===== config.mk =====
export PLATFORM = sky130hd
export DESIGN_NAME = svpd_sine
export DESIGN_NICKNAME = d
export VERILOG_FILES = /design/src/hdl/svpd_pkg.sv /design/src/hdl/svpd_sine.sv
export SDC_FILE = /design/constraint.sdc
export NUM_CORES = 2
export LEC_CHECK = 0
export BUFFER_PORTS_ARGS = -buffer_cell sky130_fd_sc_hd__buf_2
export CAP_MARGIN = 20
export CORE_UTILIZATION = 40
export DETAILED_ROUTE_END_ITERATION = 8
export SYNTH_ARGS = -nofsm -noshare
export SYNTH_HDL_FRONTEND = slang
export SYNTH_SLANG_ARGS = --single-unit

===== constraint.sdc =====
create_clock -name i_clk -period 13.7 [get_ports i_clk]
set_clock_uncertainty 0.2 [all_clocks]
set_input_delay 0 -clock i_clk [delete_from_list [all_inputs] [get_ports i_clk]]
set_output_delay 0 -clock i_clk [all_outputs]
set_load 0.01 [all_outputs]

===== src/hdl/svpd_pkg.sv =====
package svpd_pkg;

    localparam int CORDIC_STEPS = 16;

    localparam logic [16:0] ATAN_UNITS [0:CORDIC_STEPS-1] = '{
        17'd49152, 17'd29016, 17'd15331, 17'd7782, 17'd3906, 17'd1955, 17'd978, 17'd489,
        17'd244, 17'd122, 17'd61, 17'd31, 17'd15, 17'd8, 17'd4, 17'd2
    };

    localparam logic [14:0] CORDIC_K_Q15 = 15'd19898;
    localparam logic [18:0] TURN_UNITS   = 19'd393216;
    localparam logic [17:0] HALF_TURN    = 18'd196608;
    localparam logic [16:0] QUARTER_TURN = 17'd98304;
    localparam logic [16:0] SECTOR_UNITS = 17'd65536;
    localparam logic [15:0] M_LIMIT      = 16'd37814;
    localparam logic [14:0] SQRT3_Q14    = 15'd28378;

    localparam logic [13:0] SUPPLY_RESET = 14'd3072;
    localparam logic [15:0] PERIOD_RESET = 16'd1280;

    localparam logic CFG_SUPPLY = 1'b0;
    localparam logic CFG_PERIOD = 1'b1;

endpackage


===== src/hdl/svpd_sine.sv =====
module svpd_sine import svpd_pkg::*; (
    input  logic        i_clk,
    input  logic        i_en,
    input  logic [16:0] i_arg,
    output logic [14:0] o_sine
);

    logic signed [17:0] r_x [1:CORDIC_STEPS];
    logic signed [17:0] r_y [1:CORDIC_STEPS];
    logic signed [19:0] r_z [1:CORDIC_STEPS];
    logic signed [17:0] w_x [0:CORDIC_STEPS-1];
    logic signed [17:0] w_y [0:CORDIC_STEPS-1];
    logic signed [19:0] w_z [0:CORDIC_STEPS-1];
    logic signed [17:0] n_x [1:CORDIC_STEPS];
    logic signed [17:0] n_y [1:CORDIC_STEPS];
    logic signed [19:0] n_z [1:CORDIC_STEPS];

    always_comb begin
        w_x[0] = 18'(CORDIC_K_Q15);
        w_y[0] = '0;
        w_z[0] = 20'(i_arg);
        for (int k = 1; k < CORDIC_STEPS; k++) begin
            w_x[k] = r_x[k];
            w_y[k] = r_y[k];
            w_z[k] = r_z[k];
        end
        for (int k = 0; k < CORDIC_STEPS; k++) begin
            if (w_z[k] >= 0) begin
                n_x[k+1] = w_x[k] - (w_y[k] >>> k);
                n_y[k+1] = w_y[k] + (w_x[k] >>> k);
                n_z[k+1] = w_z[k] - 20'(ATAN_UNITS[k]);
            end else begin
                n_x[k+1] = w_x[k] + (w_y[k] >>> k);
                n_y[k+1] = w_y[k] - (w_x[k] >>> k);
                n_z[k+1] = w_z[k] + 20'(ATAN_UNITS[k]);
            end
        end
    end

    always_ff @(posedge i_clk) begin
        if (i_en) begin
            for (int k = 1; k <= CORDIC_STEPS; k++) begin
                r_x[k] <= n_x[k];
                r_y[k] <= n_y[k];
                r_z[k] <= n_z[k];
            end
        end
    end

    always_comb begin
        if (r_y[CORDIC_STEPS] < 0) begin
            o_sine = '0;
        end else if (r_y[CORDIC_STEPS] > 18'sd32767) begin
            o_sine = 15'h7FFF;
        end else begin
            o_sine = r_y[CORDIC_STEPS][14:0];
        end
    end

endmodule


==> results.toml <==
[yosys]
syn_area_per_cell_um2 = 9.78
netlist_area_um2 = 59100
ys_seq_elements = 750
synth-simple-area-share_pct = 15.4
synth_top_family_by_area = "adder cells"
synth_mux_area_share_pct = 0.392
async_flop_share_pct = 0
yosys_warnings = 0
synth_xor_area_share_pct = 11.0
synth_edf_count = 750
synth_top_area_share_pct = 38.1
ys_top_cells_by_area = "edfxtp_1 38%, ha_1 16%, xnor2_1 8.3%, a21oi_1 3.7%, nor2_1 3.7%"
synth_flop_cell = "edfxtp_1"
synth_compound_area_share_pct = 15.3
yosysSeqAreaShare_pct = 38.1
synth_cells = 6039
yosysTopAreaCell = "edfxtp_1"
ys_types = 83
synthAdderAreaFrac_pct = 16.8

[setup_path]
cp_cell_sequence = "inv_1, ha_1, nor4b_1, nand4_1, o21a_1, inv_2, o21ai_0, ha_1, o21a_1, and3_1, o2bb2ai_1, nor2_1, nand4b_1, o211ai_1, nand2_1, mux2i_1, a2111oi_0"
critPathMaxFanout = 34
reg2reg_to = "r_z[0][78]$_DFFE_PP_"
crit_path_end_kind = "register"
start_kind = "register"
critPathSlowestCell = "edfxtp_1"
worst-setup-path-type = "reg2reg"
max_stage_delay_ns = 0.69
r2r_slack_ns = 8.38
cp.arrival_ns = 5.62
r2r_cells = 17
cp.required_ns = 14.00
rr_startpoint = "r_z[0][59]$_DFFE_PP_"

[drt]
vias_per_cell = 5.35
vias = 43600
first_iter_violations = 2149
wirelength_um = 130000
drt_first_pass_iters = 5
wl_per_cell_um = 16.0
drcViolationCount = 0
detail-route-antenna-nets = 0

[clocking]
cts.sink_count = 750
cts-htree-levels = 3
clk_latency_ns = 0.74
cts-root-buf = "clkbuf_16"
numCtsBuffers = 92
cts_tree = "built"
clk_pin_slew_ns = 0.07
post_cts_buffers = 0
cts_buffer_depth = 3

[timing]
max_slew_margin_pct = 26.0
hold_viol = 0
worst_pin_slew_ns = 1.11
setup-tns-final_ns = 0
drv_slew = 0
fin_crit_sh_pct = 38.8
rsz0062_at_grt = "false"
setup_violations = 0
fmax_ghz = 0.188
layout_min_cycle_time_ns = 5.32

[global_route]
grt.overflow.total = 0
grt_pass1_wl_um = 212000
antenna_found_initial = 0
grt_pass1_vias = 42100
grt_max_degree = 171
gr-usage-all-layers_pct = 17.4

[floorplanning]
num_rows = 140
core_um2 = 146000
fp.dieArea_um2 = 149000
initial_utilization_pct = 40.4
die-height_um = 386
io_pins = 34
die_w_um = 386

[finish]
diodes = 0
drive_above_1_share_pct = 4.70
nets = 6949
fillCellCount = 13800
final_cell_mix = "750 x edfxtp_1, 738 x ha_1, 570 x nor2_1"
syn_to_final_growth_pct = 10.2
final_common_cell = "edfxtp_1"

[place]
dp_hpwl_um = 101000
portBuffers = 33
place_congestion = 0.871

[hold_path]
whs_path_depth = 2
worstHoldStart = "i_en"
hold_path.class = "in2reg"
min_to = "r_y[0][145]$_DFFE_PP_"

[outcome]
status = "finished clean"

[job]
drv_cap = 0
[kinds of logic (layout without fill, tap and decap cells)]
family,after synthesis,count (layout)
compound gates,1400,1400
xor+xnor,745,745
fa+ha+maj,773,773
simple gates,1894,1894
other cells,1,2
flops,750,750
mux,22,22
buf+inv,454,647
[Yosys cell counts (7+ instances only)]
cell,instances
edfxtp_1,750
ha_1,738
nor2_1,575
xnor2_1,561
a21oi_1,432
nand2_1,402
inv_1,382
o21ai_0,275
nor3_1,191
xor2_1,184
nand3_1,157
a21o_1,125
o21a_1,107
or3_1,104
nand2b_1,92
nor2b_1,80
nor4_1,73
o31ai_1,60
and3_1,54
clkbuf_1,48
a211oi_1,43
a21boi_0,39
a31oi_1,38
and2_1,38
o21bai_1,38
or2_2,38
o211ai_1,36
fa_1,35
nand4_1,25
o41ai_1,25
a211o_1,24
a31o_2,24
o31a_1,22
o2111ai_1,15
and4_1,14
mux2i_1,13
nor4b_1,13
o41a_1,12
a221oi_1,10
a41oi_1,10
nand3b_1,10
buf_1,9
mux2_2,9
buf_2,8
o311a_1,7
[how the worst max path moves through the flow]
stage               cells past startpoint                   from  slack, ns                     to
floorplan                              22  r_z[0][119]$_DFFE_PP_       9.04  r_y[0][124]$_DFFE_PP_
global placement                       19  r_z[0][190]$_DFFE_PP_       8.45  r_y[0][196]$_DFFE_PP_
detailed placement                     19  r_z[0][206]$_DFFE_PP_       8.36  r_y[0][214]$_DFFE_PP_
CTS                                    19  r_z[0][208]$_DFFE_PP_       8.37  r_y[0][214]$_DFFE_PP_
global route                           17   r_z[0][59]$_DFFE_PP_       7.80   r_z[0][78]$_DFFE_PP_
finish                                 17   r_z[0][59]$_DFFE_PP_       8.38   r_z[0][78]$_DFFE_PP_
[stage by stage]
stage / setup slack, ns / util (%) / hold slack (ns) / instances / cell area (µm²)
finish: 8.38 / 44.6 / 0.206 / 8150 / 65100
global route: 7.80 / 44.6 / 0.241 / 8150 / 65100
CTS: 8.37 / 44.6 / 0.209 / 8150 / 65100
detailed placement: 8.36 / 42.2 / -0.0209 / 7945 / 61600
global placement: 8.45 / 42.2 / -0.0227 / 7945 / 61600
floorplan: 9.04 / - / -0.101 / 6040 / 59100
[layout make-up]
cell class                 instances  area, µm²  share of cell area (%)
timing repair buffer              91        736                    1.13
sequential                       750      22500                    34.6
inverter                         386       1450                    2.23
multi-input combinational       4836      34800                    53.5
clock buffer                     101       2340                    3.59
tap                             1917       2400                    3.69
clock inverter                    69        810                    1.24
[flip-flops by register name, indices dropped and copies added (netlist names)]
signal,cells
r_y,251
r_z,279
r_x,220
[worst max-delay path, delay by kind of cell, from the launching register on]
| kind | cells | cell delay [ns] |
|---|---|---|
| AOI/OAI and AO/OA | 6 | 1.64 |
| and+or+nand+nor | 6 | 1.17 |
| adders and majority gates | 2 | 0.46 |
| buffers and inverters | 2 | 0.78 |
| muxes | 1 | 0.13 |
| DFF | 1 | 0.69 |
[what timing repair did]
item / 4_1_cts / 5_1_grt
hold buffers: 35 / 0
gates resized for setup: 0 / 0
endpoints found under the setup margin: 0 / 0
endpoints found under the hold margin: 108 / 0
[layer usage]
| layer | share of wire (%) | routed length (µm) | vias to the layer above | track usage [%] |
|---|---|---|---|---|
| li1 | - | - | 22400 | - |
| met1 | 45 | 58200 | 20400 | 21.3 |
| met2 | 49 | 64400 | 666 | 31.3 |
| met3 | 3.3 | 4350 | 202 | 2.31 |
| met4 | 2.7 | 3540 | 0 | 5.29 |
| met5 | 0 | 0 | - | 0 |
Power is not shown: default switching activity piles up to over one toggle a cycle in this logic, so the estimate is an artifact.
